## src/hdl/s256h_pkg.sv

```systemverilog
// ----------------------------------------------------------------------------
// SHA-256 stream hasher package
// Item types, state codes, round constants and the SHA-256 bit functions.
// ----------------------------------------------------------------------------
`default_nettype none

package s256h_pkg;

    typedef struct packed {
        logic [7:0] data_byte;
        logic       byte_present;
        logic       end_message;
    } in_item_t;

    typedef struct packed {
        logic [31:0] digest_word;
        logic [2:0]  word_index;
        logic        last_word;
    } out_item_t;

    typedef enum logic [2:0] {
        ST_IDLE,
        ST_PAD,
        ST_ROUND,
        ST_FINAL,
        ST_OUT
    } core_state_t;

    typedef enum logic [1:0] {
        PAD_MARK,
        PAD_ZERO,
        PAD_LEN
    } pad_phase_t;

    localparam logic [7:0] PAD_MARK_BYTE = 8'h80;
    localparam logic [5:0] LEN_FILL      = 6'd56;

    function automatic logic [31:0] init_hash(input logic [2:0] idx);
        logic [31:0] r;
        unique case (idx)
            3'd0: r = 32'h6a09e667;
            3'd1: r = 32'hbb67ae85;
            3'd2: r = 32'h3c6ef372;
            3'd3: r = 32'ha54ff53a;
            3'd4: r = 32'h510e527f;
            3'd5: r = 32'h9b05688c;
            3'd6: r = 32'h1f83d9ab;
            3'd7: r = 32'h5be0cd19;
            default: r = 32'h0;
        endcase
        return r;
    endfunction

    function automatic logic [31:0] round_k(input logic [5:0] idx);
        logic [31:0] r;
        unique case (idx)
            6'd0:  r = 32'h428a2f98; 6'd1:  r = 32'h71374491;
            6'd2:  r = 32'hb5c0fbcf; 6'd3:  r = 32'he9b5dba5;
            6'd4:  r = 32'h3956c25b; 6'd5:  r = 32'h59f111f1;
            6'd6:  r = 32'h923f82a4; 6'd7:  r = 32'hab1c5ed5;
            6'd8:  r = 32'hd807aa98; 6'd9:  r = 32'h12835b01;
            6'd10: r = 32'h243185be; 6'd11: r = 32'h550c7dc3;
            6'd12: r = 32'h72be5d74; 6'd13: r = 32'h80deb1fe;
            6'd14: r = 32'h9bdc06a7; 6'd15: r = 32'hc19bf174;
            6'd16: r = 32'he49b69c1; 6'd17: r = 32'hefbe4786;
            6'd18: r = 32'h0fc19dc6; 6'd19: r = 32'h240ca1cc;
            6'd20: r = 32'h2de92c6f; 6'd21: r = 32'h4a7484aa;
            6'd22: r = 32'h5cb0a9dc; 6'd23: r = 32'h76f988da;
            6'd24: r = 32'h983e5152; 6'd25: r = 32'ha831c66d;
            6'd26: r = 32'hb00327c8; 6'd27: r = 32'hbf597fc7;
            6'd28: r = 32'hc6e00bf3; 6'd29: r = 32'hd5a79147;
            6'd30: r = 32'h06ca6351; 6'd31: r = 32'h14292967;
            6'd32: r = 32'h27b70a85; 6'd33: r = 32'h2e1b2138;
            6'd34: r = 32'h4d2c6dfc; 6'd35: r = 32'h53380d13;
            6'd36: r = 32'h650a7354; 6'd37: r = 32'h766a0abb;
            6'd38: r = 32'h81c2c92e; 6'd39: r = 32'h92722c85;
            6'd40: r = 32'ha2bfe8a1; 6'd41: r = 32'ha81a664b;
            6'd42: r = 32'hc24b8b70; 6'd43: r = 32'hc76c51a3;
            6'd44: r = 32'hd192e819; 6'd45: r = 32'hd6990624;
            6'd46: r = 32'hf40e3585; 6'd47: r = 32'h106aa070;
            6'd48: r = 32'h19a4c116; 6'd49: r = 32'h1e376c08;
            6'd50: r = 32'h2748774c; 6'd51: r = 32'h34b0bcb5;
            6'd52: r = 32'h391c0cb3; 6'd53: r = 32'h4ed8aa4a;
            6'd54: r = 32'h5b9cca4f; 6'd55: r = 32'h682e6ff3;
            6'd56: r = 32'h748f82ee; 6'd57: r = 32'h78a5636f;
            6'd58: r = 32'h84c87814; 6'd59: r = 32'h8cc70208;
            6'd60: r = 32'h90befffa; 6'd61: r = 32'ha4506ceb;
            6'd62: r = 32'hbef9a3f7; 6'd63: r = 32'hc67178f2;
            default: r = 32'h0;
        endcase
        return r;
    endfunction

    function automatic logic [31:0] rotr(input logic [31:0] x, input int s);
        return (x >> s) | (x << (32 - s));
    endfunction

    function automatic logic [31:0] big_sigma0(input logic [31:0] x);
        return rotr(x, 2) ^ rotr(x, 13) ^ rotr(x, 22);
    endfunction

    function automatic logic [31:0] big_sigma1(input logic [31:0] x);
        return rotr(x, 6) ^ rotr(x, 11) ^ rotr(x, 25);
    endfunction

    function automatic logic [31:0] small_sigma0(input logic [31:0] x);
        return rotr(x, 7) ^ rotr(x, 18) ^ (x >> 3);
    endfunction

    function automatic logic [31:0] small_sigma1(input logic [31:0] x);
        return rotr(x, 17) ^ rotr(x, 19) ^ (x >> 10);
    endfunction

endpackage

`default_nettype wire

```

## src/hdl/s256h_front.sv

```systemverilog
// ----------------------------------------------------------------------------
// SHA-256 hasher front end
// Accepts input items and holds them in a short queue for the core.
// ----------------------------------------------------------------------------
`default_nettype none

module s256h_front #(
    parameter int DEPTH = 4
) (
    input  wire                   clk,
    input  wire                   rst_n,
    input  wire                   item_valid,
    output logic                  item_stall,
    input  s256h_pkg::in_item_t   item,
    output logic                  q_valid,
    input  wire                   q_take,
    output s256h_pkg::in_item_t   q_item
);
    import s256h_pkg::*;

    localparam int AW = (DEPTH > 1) ? $clog2(DEPTH) : 1;

    in_item_t          mem_reg [DEPTH];
    logic [AW-1:0]     wr_ptr_reg, wr_ptr_next;
    logic [AW-1:0]     rd_ptr_reg, rd_ptr_next;
    logic [AW:0]       count_reg, count_next;
    logic              push, pop;

    assign item_stall = (count_reg == (AW+1)'(DEPTH));
    assign push       = item_valid && !item_stall;
    assign q_valid    = (count_reg != '0);
    assign pop        = q_valid && q_take;
    assign q_item     = mem_reg[rd_ptr_reg];

    always_comb
    begin
        wr_ptr_next = wr_ptr_reg;
        rd_ptr_next = rd_ptr_reg;
        if (push)
        begin
            wr_ptr_next = (wr_ptr_reg == AW'(DEPTH - 1)) ? '0 : wr_ptr_reg + 1'b1;
        end
        if (pop)
        begin
            rd_ptr_next = (rd_ptr_reg == AW'(DEPTH - 1)) ? '0 : rd_ptr_reg + 1'b1;
        end
        count_next = count_reg + (AW+1)'(push) - (AW+1)'(pop);
    end

    always_ff @(posedge clk or negedge rst_n)
    begin
        if (!rst_n)
        begin
            wr_ptr_reg <= '0;
            rd_ptr_reg <= '0;
            count_reg  <= '0;
        end
        else
        begin
            wr_ptr_reg <= wr_ptr_next;
            rd_ptr_reg <= rd_ptr_next;
            count_reg  <= count_next;
        end
    end

    always_ff @(posedge clk)
    begin
        if (push)
        begin
            mem_reg[wr_ptr_reg] <= item;
        end
    end

endmodule

`default_nettype wire

```

## src/hdl/s256h_core.sv

```systemverilog
// ----------------------------------------------------------------------------
// SHA-256 hasher core
// Packs bytes into the schedule window, pads, compresses and emits the digest.
// ----------------------------------------------------------------------------
`default_nettype none

module s256h_core (
    input  wire                   clk,
    input  wire                   rst_n,
    input  wire                   q_valid,
    output logic                  q_take,
    input  s256h_pkg::in_item_t   q_item,
    output logic                  result_valid,
    input  wire                   result_stall,
    output s256h_pkg::out_item_t  result
);
    import s256h_pkg::*;

    core_state_t  st_reg, st_next;
    pad_phase_t   phase_reg, phase_next;
    logic [2:0]   len_idx_reg, len_idx_next;
    logic         finish_reg, finish_next;
    logic         pad_reg, pad_next;
    logic [5:0]   fill_reg, fill_next;
    logic [60:0]  len_reg, len_next;
    logic [23:0]  acc_reg, acc_next;
    logic [5:0]   rnd_reg, rnd_next;
    logic [2:0]   oidx_reg, oidx_next;
    logic         ov_reg, ov_next;
    out_item_t    od_reg, od_next;
    logic [31:0]  win_reg [16];
    logic [31:0]  win_next [16];
    logic [31:0]  v_reg [8];
    logic [31:0]  v_next [8];
    logic [31:0]  chain_reg [8];
    logic [31:0]  chain_next [8];

    logic         push_en;
    logic [7:0]   push_byte;
    logic         win_shift;
    logic [31:0]  win_in;
    logic [31:0]  w16, t1, t2;
    logic [63:0]  bit_len;

    assign bit_len = {len_reg, 3'b000};
    assign w16 = small_sigma1(win_reg[14]) + win_reg[9] + small_sigma0(win_reg[1]) + win_reg[0];
    assign t1  = v_reg[7] + big_sigma1(v_reg[4])
               + ((v_reg[4] & v_reg[5]) ^ (~v_reg[4] & v_reg[6]))
               + round_k(rnd_reg) + win_reg[0];
    assign t2  = big_sigma0(v_reg[0])
               + ((v_reg[0] & v_reg[1]) ^ (v_reg[0] & v_reg[2]) ^ (v_reg[1] & v_reg[2]));

    assign result_valid = ov_reg;
    assign result       = od_reg;

    always_comb
    begin
        st_next      = st_reg;
        phase_next   = phase_reg;
        len_idx_next = len_idx_reg;
        finish_next  = finish_reg;
        pad_next     = pad_reg;
        fill_next    = fill_reg;
        len_next     = len_reg;
        acc_next     = acc_reg;
        rnd_next     = rnd_reg;
        oidx_next    = oidx_reg;
        ov_next      = ov_reg && result_stall;
        od_next      = od_reg;
        v_next       = v_reg;
        chain_next   = chain_reg;
        q_take       = 1'b0;
        push_en      = 1'b0;
        push_byte    = 8'h00;
        win_shift    = 1'b0;
        win_in       = {acc_reg, 8'h00};

        unique case (st_reg)
            ST_IDLE:
            begin
                if (q_valid)
                begin
                    q_take = 1'b1;
                    if (q_item.byte_present)
                    begin
                        push_en   = 1'b1;
                        push_byte = q_item.data_byte;
                        len_next  = len_reg + 61'd1;
                    end
                    if (q_item.end_message)
                    begin
                        pad_next     = 1'b1;
                        phase_next   = PAD_MARK;
                        len_idx_next = '0;
                        finish_next  = 1'b0;
                        st_next      = ST_PAD;
                    end
                end
            end
            ST_PAD:
            begin
                push_en = 1'b1;
                if (phase_reg == PAD_MARK)
                begin
                    push_byte  = PAD_MARK_BYTE;
                    phase_next = PAD_ZERO;
                end
                else if (phase_reg == PAD_LEN || fill_reg == LEN_FILL)
                begin
                    // Length bytes go out most significant first.
                    push_byte    = bit_len[8*(7 - len_idx_reg) +: 8];
                    phase_next   = PAD_LEN;
                    len_idx_next = len_idx_reg + 3'd1;
                    if (len_idx_reg == 3'd7)
                    begin
                        finish_next = 1'b1;
                    end
                end
                else
                begin
                    push_byte = 8'h00;
                end
            end
            ST_ROUND:
            begin
                v_next[7] = v_reg[6];
                v_next[6] = v_reg[5];
                v_next[5] = v_reg[4];
                v_next[4] = v_reg[3] + t1;
                v_next[3] = v_reg[2];
                v_next[2] = v_reg[1];
                v_next[1] = v_reg[0];
                v_next[0] = t1 + t2;
                win_shift = 1'b1;
                win_in    = w16;
                rnd_next  = rnd_reg + 6'd1;
                if (rnd_reg == 6'd63)
                begin
                    st_next = ST_FINAL;
                end
            end
            ST_FINAL:
            begin
                for (int i = 0; i < 8; i++)
                begin
                    chain_next[i] = chain_reg[i] + v_reg[i];
                end
                if (finish_reg)
                begin
                    oidx_next = '0;
                    st_next   = ST_OUT;
                end
                else if (pad_reg)
                begin
                    st_next = ST_PAD;
                end
                else
                begin
                    st_next = ST_IDLE;
                end
            end
            ST_OUT:
            begin
                if (!ov_reg || !result_stall)
                begin
                    ov_next             = 1'b1;
                    od_next.digest_word = chain_reg[oidx_reg];
                    od_next.word_index  = oidx_reg;
                    od_next.last_word   = (oidx_reg == 3'd7);
                    oidx_next           = oidx_reg + 3'd1;
                    if (oidx_reg == 3'd7)
                    begin
                        for (int i = 0; i < 8; i++)
                        begin
                            chain_next[i] = init_hash(3'(i));
                        end
                        len_next    = '0;
                        pad_next    = 1'b0;
                        finish_next = 1'b0;
                        st_next     = ST_IDLE;
                    end
                end
            end
            default:
            begin
                st_next = ST_IDLE;
            end
        endcase

        // A byte joins the word being built; every fourth byte enters the window,
        // and the sixty-fourth starts the rounds.
        if (push_en)
        begin
            acc_next  = {acc_reg[15:0], push_byte};
            fill_next = fill_reg + 6'd1;
            if (fill_reg[1:0] == 2'b11)
            begin
                win_shift = 1'b1;
                win_in    = {acc_reg, push_byte};
            end
            if (fill_reg == 6'd63)
            begin
                v_next   = chain_reg;
                rnd_next = '0;
                st_next  = ST_ROUND;
            end
        end

        win_next = win_reg;
        if (win_shift)
        begin
            for (int j = 0; j < 15; j++)
            begin
                win_next[j] = win_reg[j + 1];
            end
            win_next[15] = win_in;
        end
    end

    always_ff @(posedge clk or negedge rst_n)
    begin
        if (!rst_n)
        begin
            st_reg      <= ST_IDLE;
            phase_reg   <= PAD_MARK;
            len_idx_reg <= '0;
            finish_reg  <= 1'b0;
            pad_reg     <= 1'b0;
            fill_reg    <= '0;
            len_reg     <= '0;
            rnd_reg     <= '0;
            oidx_reg    <= '0;
            ov_reg      <= 1'b0;
            for (int i = 0; i < 8; i++)
            begin
                chain_reg[i] <= init_hash(3'(i));
            end
        end
        else
        begin
            st_reg      <= st_next;
            phase_reg   <= phase_next;
            len_idx_reg <= len_idx_next;
            finish_reg  <= finish_next;
            pad_reg     <= pad_next;
            fill_reg    <= fill_next;
            len_reg     <= len_next;
            rnd_reg     <= rnd_next;
            oidx_reg    <= oidx_next;
            ov_reg      <= ov_next;
            chain_reg   <= chain_next;
        end
    end

    always_ff @(posedge clk)
    begin
        acc_reg <= acc_next;
        od_reg  <= od_next;
        win_reg <= win_next;
        v_reg   <= v_next;
    end

endmodule

`default_nettype wire

```

## src/hdl/sha256_stream_hasher_unit.sv

```systemverilog
// A byte item passes through the input queue and is then taken by the core.
// A completed 64-byte block runs 64 rounds on the single round unit
// and then folds the result into the chaining value.
// End of message: padding bytes fill one or two blocks, then 8 digest words go out.
// Reset loads the initial hash value and clears the length, fill and queue.
// ----------------------------------------------------------------------------
// SHA-256 stream hasher
// Byte stream in through a short queue, eight-word digest out per message.
// ----------------------------------------------------------------------------
`default_nettype none

module sha256_stream_hasher_unit #(
    parameter int QUEUE_DEPTH = 4
) (
    input  wire                   clk,
    input  wire                   rst_n,
    input  wire                   item_valid,
    output logic                  item_stall,
    input  s256h_pkg::in_item_t   item,
    output logic                  result_valid,
    input  wire                   result_stall,
    output s256h_pkg::out_item_t  result
);
    import s256h_pkg::*;

    logic     q_valid;
    logic     q_take;
    in_item_t q_item;

    s256h_front #(
        .DEPTH (QUEUE_DEPTH)
    ) u_front (
        .clk        (clk),
        .rst_n      (rst_n),
        .item_valid (item_valid),
        .item_stall (item_stall),
        .item       (item),
        .q_valid    (q_valid),
        .q_take     (q_take),
        .q_item     (q_item)
    );

    s256h_core u_core (
        .clk          (clk),
        .rst_n        (rst_n),
        .q_valid      (q_valid),
        .q_take       (q_take),
        .q_item       (q_item),
        .result_valid (result_valid),
        .result_stall (result_stall),
        .result       (result)
    );

endmodule

`default_nettype wire

```

## config.mk

```make
export PLATFORM = sky130hd
export DESIGN_NAME = sha256_stream_hasher_unit
export DESIGN_NICKNAME = d
export VERILOG_FILES = /design/src/hdl/s256h_pkg.sv /design/src/hdl/s256h_front.sv /design/src/hdl/s256h_core.sv /design/src/hdl/sha256_stream_hasher_unit.sv
export SDC_FILE = /design/constraint.sdc
export NUM_CORES = 2
export LEC_CHECK = 0
export BUFFER_PORTS_ARGS = -buffer_cell sky130_fd_sc_hd__buf_2
export CAP_MARGIN = 20
export CORE_UTILIZATION = 40
export DETAILED_ROUTE_END_ITERATION = 10
export PLACE_DENSITY = 0.65
export SYNTH_ARGS = -nofsm -noshare
export SYNTH_HDL_FRONTEND = slang
export SYNTH_SLANG_ARGS = --single-unit
```

## constraint.sdc

```tcl
create_clock -name clk -period 9.03 [get_ports clk]
set_input_delay 1.806 -clock clk [delete_from_list [all_inputs] [get_ports clk]]
set_output_delay 1.806 -clock clk [all_outputs]
set_load 0.03 [all_outputs]
```

==> qor.log <==
INFO  setup_path     data_arrival_time_of_the_critical_path=9.35ns
INFO  finish         postLayoutCoreUtil=45.2%
INFO  placement      placement.io_buffers=51
INFO  global_routing antenna_found_initial=7
INFO  clocking       clk_latency=0.82ns
INFO  global_routing global_route.usage.total=25.3%
INFO  finish         layout-drive-gt1-share=11.4%
INFO  yosys          synth.top_cells.by_area=edfxtp_1 25%, dfrtp_1 7.4%, dfxtp_1 7.1%
INFO  yosys          postSynth.asyncResetShare=28.7%
INFO  sta            fmax=115MHz
INFO  detailed_routing via_per_inst=5.81
INFO  global_routing grt_first_pass_wirelength=346mm
INFO  clocking       clock_path_buffers=3
INFO  clocking       numCtsBuffers=136
INFO  yosys          synth_warnings=0
INFO  yosys          post_synth_num_cell_types=92
INFO  yosys          synth_area_leader_cell=edfxtp_1
INFO  setup_path     reg2regPathDepth=40
INFO  clocking       count_of_buffers_added_by_post_cts_timing_repair_for_setup=0
INFO  setup_path     crit_path_end_kind=register
INFO  die            num_rows=155
INFO  detailed_routing total_length_of_routed_wires=234mm
INFO  global_routing global_route_overflow=0
INFO  die            ioPinCount=52
INFO  die            coreArea=0.179mm^2
INFO  sta            finalCriticalPeriod=8.67ns
INFO  detailed_routing wl_per_cell=24.3um
INFO  global_routing maximum_number_of_pins_on_one_net_before_global_route_repair=183
INFO  sta            hold_viol=0
INFO  yosys          postSynthRegisterBits=1218
INFO  finish         stdcell_count=9608
INFO  sta            slew_limit_fails=0
INFO  setup_path     worstPathMaxFanout=11
INFO  placement      placed_area=0.0761mm^2
INFO  yosys          yosysTopAreaCellShare=25.4%
INFO  outcome        outcome=completed
INFO  sta            post-route-period-util=96.0%
INFO  yosys          synth_sequential_area_ratio=44.8%
INFO  finish         final_net_count=7750
INFO  die            floorplan.die.width=428um
INFO  clocking       cts_max_level=4
INFO  detailed_routing drt_pre_antenna_iters=6
INFO  sta            timing.max_slew.rel_slack=22.8%
INFO  detailed_routing drt_drc_violations_left=0
INFO  clocking       cts_root_buf=clkbuf_16
INFO  clocking       tritoncts=built
INFO  sta            setup-violations-final=0
INFO  global_routing grt_pass1_vias=53170
INFO  finish         final_common_cell=nand2_1
INFO  finish         largest_reg_flops=512
INFO  yosys          top_reg_cell_synth=edfxtp_1
INFO  worst_hold_path worstHoldPathType=reg2reg
INFO  finish         most-common-layout-cells=774 x nand2_1, 615 x nor2_1, 612 x edfxtp_1
INFO  sta            clock-skew-final=0.0358ns
INFO  die            start_util=40.4%
INFO  die            dieArea=0.183mm^2
INFO  sta            rsz0062_at_grt=true
INFO  clocking       clock-sinks=1218
INFO  yosys          postSynthCellCount=7097
INFO  yosys          synth_nets=7712
INFO  die            die_h=428um
INFO  setup_path     path_class=reg2reg
INFO  finish         multi_input_comb_area=0.0376mm^2
INFO  yosys          synthesis.area=0.0724mm^2
INFO  placement      place_congestion=1.00
INFO  placement      detailedPlace.worstSlack=0.0196ns
INFO  detailed_routing routed-via-count=55861
INFO  setup_path     setup.worst_path.start_class=register
INFO  yosys          post_synth.cell_area_avg=10.2um^2
INFO  run            max_cap_viol_count=0
INFO  finish         design_area=0.0810mm^2
INFO  yosys          synth_edf_count=612
INFO  placement      detailed_place_hpwl=171mm
INFO  sta            actual_slew_at_the_worst_max_slew_pin=1.14ns
INFO  sta            setup_slack=0.357ns
INFO  detailed_routing initialDrtViolationCount=5730
INFO  detailed_routing drtAntennaViolNets=0
INFO  setup_path     critical_path_required=9.71ns
INFO  setup_path     cpMaxStageDelayCell=fa_1
INFO  finish         areaGrowthSynthToFinish=11.8%
INFO  finish         num-fill-cells=16737
INFO  worst_hold_path worstHoldPathCells=0
INFO  setup_path     slowest_cell_delay_on_critical_path=0.52ns
INFO  placement      placedCellCount=9352
INFO  finish         final-seq-area=0.0324mm^2
INFO  clocking       clkTransAtPathRegs=0.06ns
[per-layer routing]
layer	GRT usage (%)	share of wire (%)	vias to the layer above	routed length [um]
li1	-	-	25430	-
met1	35.4	43	27684	101000
met2	38.7	44	2312	104000
met3	4.01	7.7	435	18100
met4	11.1	4.7	0	11100
met5	0	0	-	0
[final timing paths]
path / start / endpoint / slack, ns
worst max-delay path: u_core.rnd_reg[1]$_DFF_PN0_ / u_core.v_reg[255]$_DFF_P_ / 0.36
worst min-delay path: u_core.win_reg[268]$_DFFE_PP_ / u_core.win_reg[300]$_DFFE_PP_ / 0.40
worst max register to register: u_core.rnd_reg[1]$_DFF_PN0_ / u_core.v_reg[255]$_DFF_P_ / 0.36
worst min register to register: u_core.win_reg[268]$_DFFE_PP_ / u_core.win_reg[300]$_DFFE_PP_ / 0.40
max in group asynchronous: rst_n / u_core.oidx_reg[0]$_DFFE_PN0P_ / 6.41
min in group asynchronous: rst_n / u_core.chain_reg[2]$_DFFE_PN0P_ / 1.07
[cell families after synthesis]
group           count (synthesis)  share of synthesized area, %
simple gates                 1979                          11.9
buf+inv                       676                          3.50
mux                           184                          4.24
compound gates               1786                          15.2
flops                        1218                          44.8
fa+ha+maj                     627                          12.8
xor+xnor                      627                          7.60
[area by class of cell]
class                      instances  area share [%]
timing repair buffer             259            2.43
sequential                      1218            40.1
multi-input combinational       5203            46.5
clock inverter                    69            1.15
inverter                         317            1.47
antenna                            4          0.0124
clock buffer                     183            4.73
tap                             2355            3.64
[cell usage after synthesis, types with 31 or more instances]
library cell and instances:
or3_1 31, and3_1 45, nand2b_1 52, nand2_1 775
ha_1 405, edfxtp_1 612, nor2b_1 47, mux2_2 42
nor3_1 103, mux4_2 94, nand4_1 36, a21o_1 166
nand3_1 176, a211oi_1 43, inv_1 313, o21bai_1 49
xnor2_1 366, o21a_1 57, dfxtp_1 256, mux2i_1 48
clkbuf_1 314, a31oi_1 246, a21oi_1 506, dfrtp_1 214
o211ai_1 33, o21ai_1 41, nor2_1 617, xor2_1 260
buf_1 44, fa_1 196, dfstp_2 136, o21ai_0 410
[critical path, delay by kind of cell (launching register included)]
family / cells / cell delay, ns
AO/OA/AOI/OAI: 19 / 3.87
adder cells (fa/ha/maj): 8 / 2.89
buffers and inverters: 7 / 0.71
XOR/XNOR: 3 / 0.47
flip-flops: 1 / 0.34
AND/OR/NAND/NOR: 3 / 0.24
[timing repair]
item / 4_1_cts / 5_1_grt
hold buffers: 0 / 0
hold endpoints to repair: 0 / 0
gates resized for setup: 0 / 20
endpoints found under the setup margin: 0 / 13
[through the flow]
step | hold slack [ns] | setup TNS (ns)
after floorplan | 0.400 | 0
after global placement | 0.400 | 0
after detailed placement | 0.405 | 0
after CTS | 0.394 | 0
after global routing | 0.410 | -0.0660
final | 0.401 | 0
Power is not shown: default switching activity piles up to over one toggle a cycle in this logic, so the estimate is an artifact.
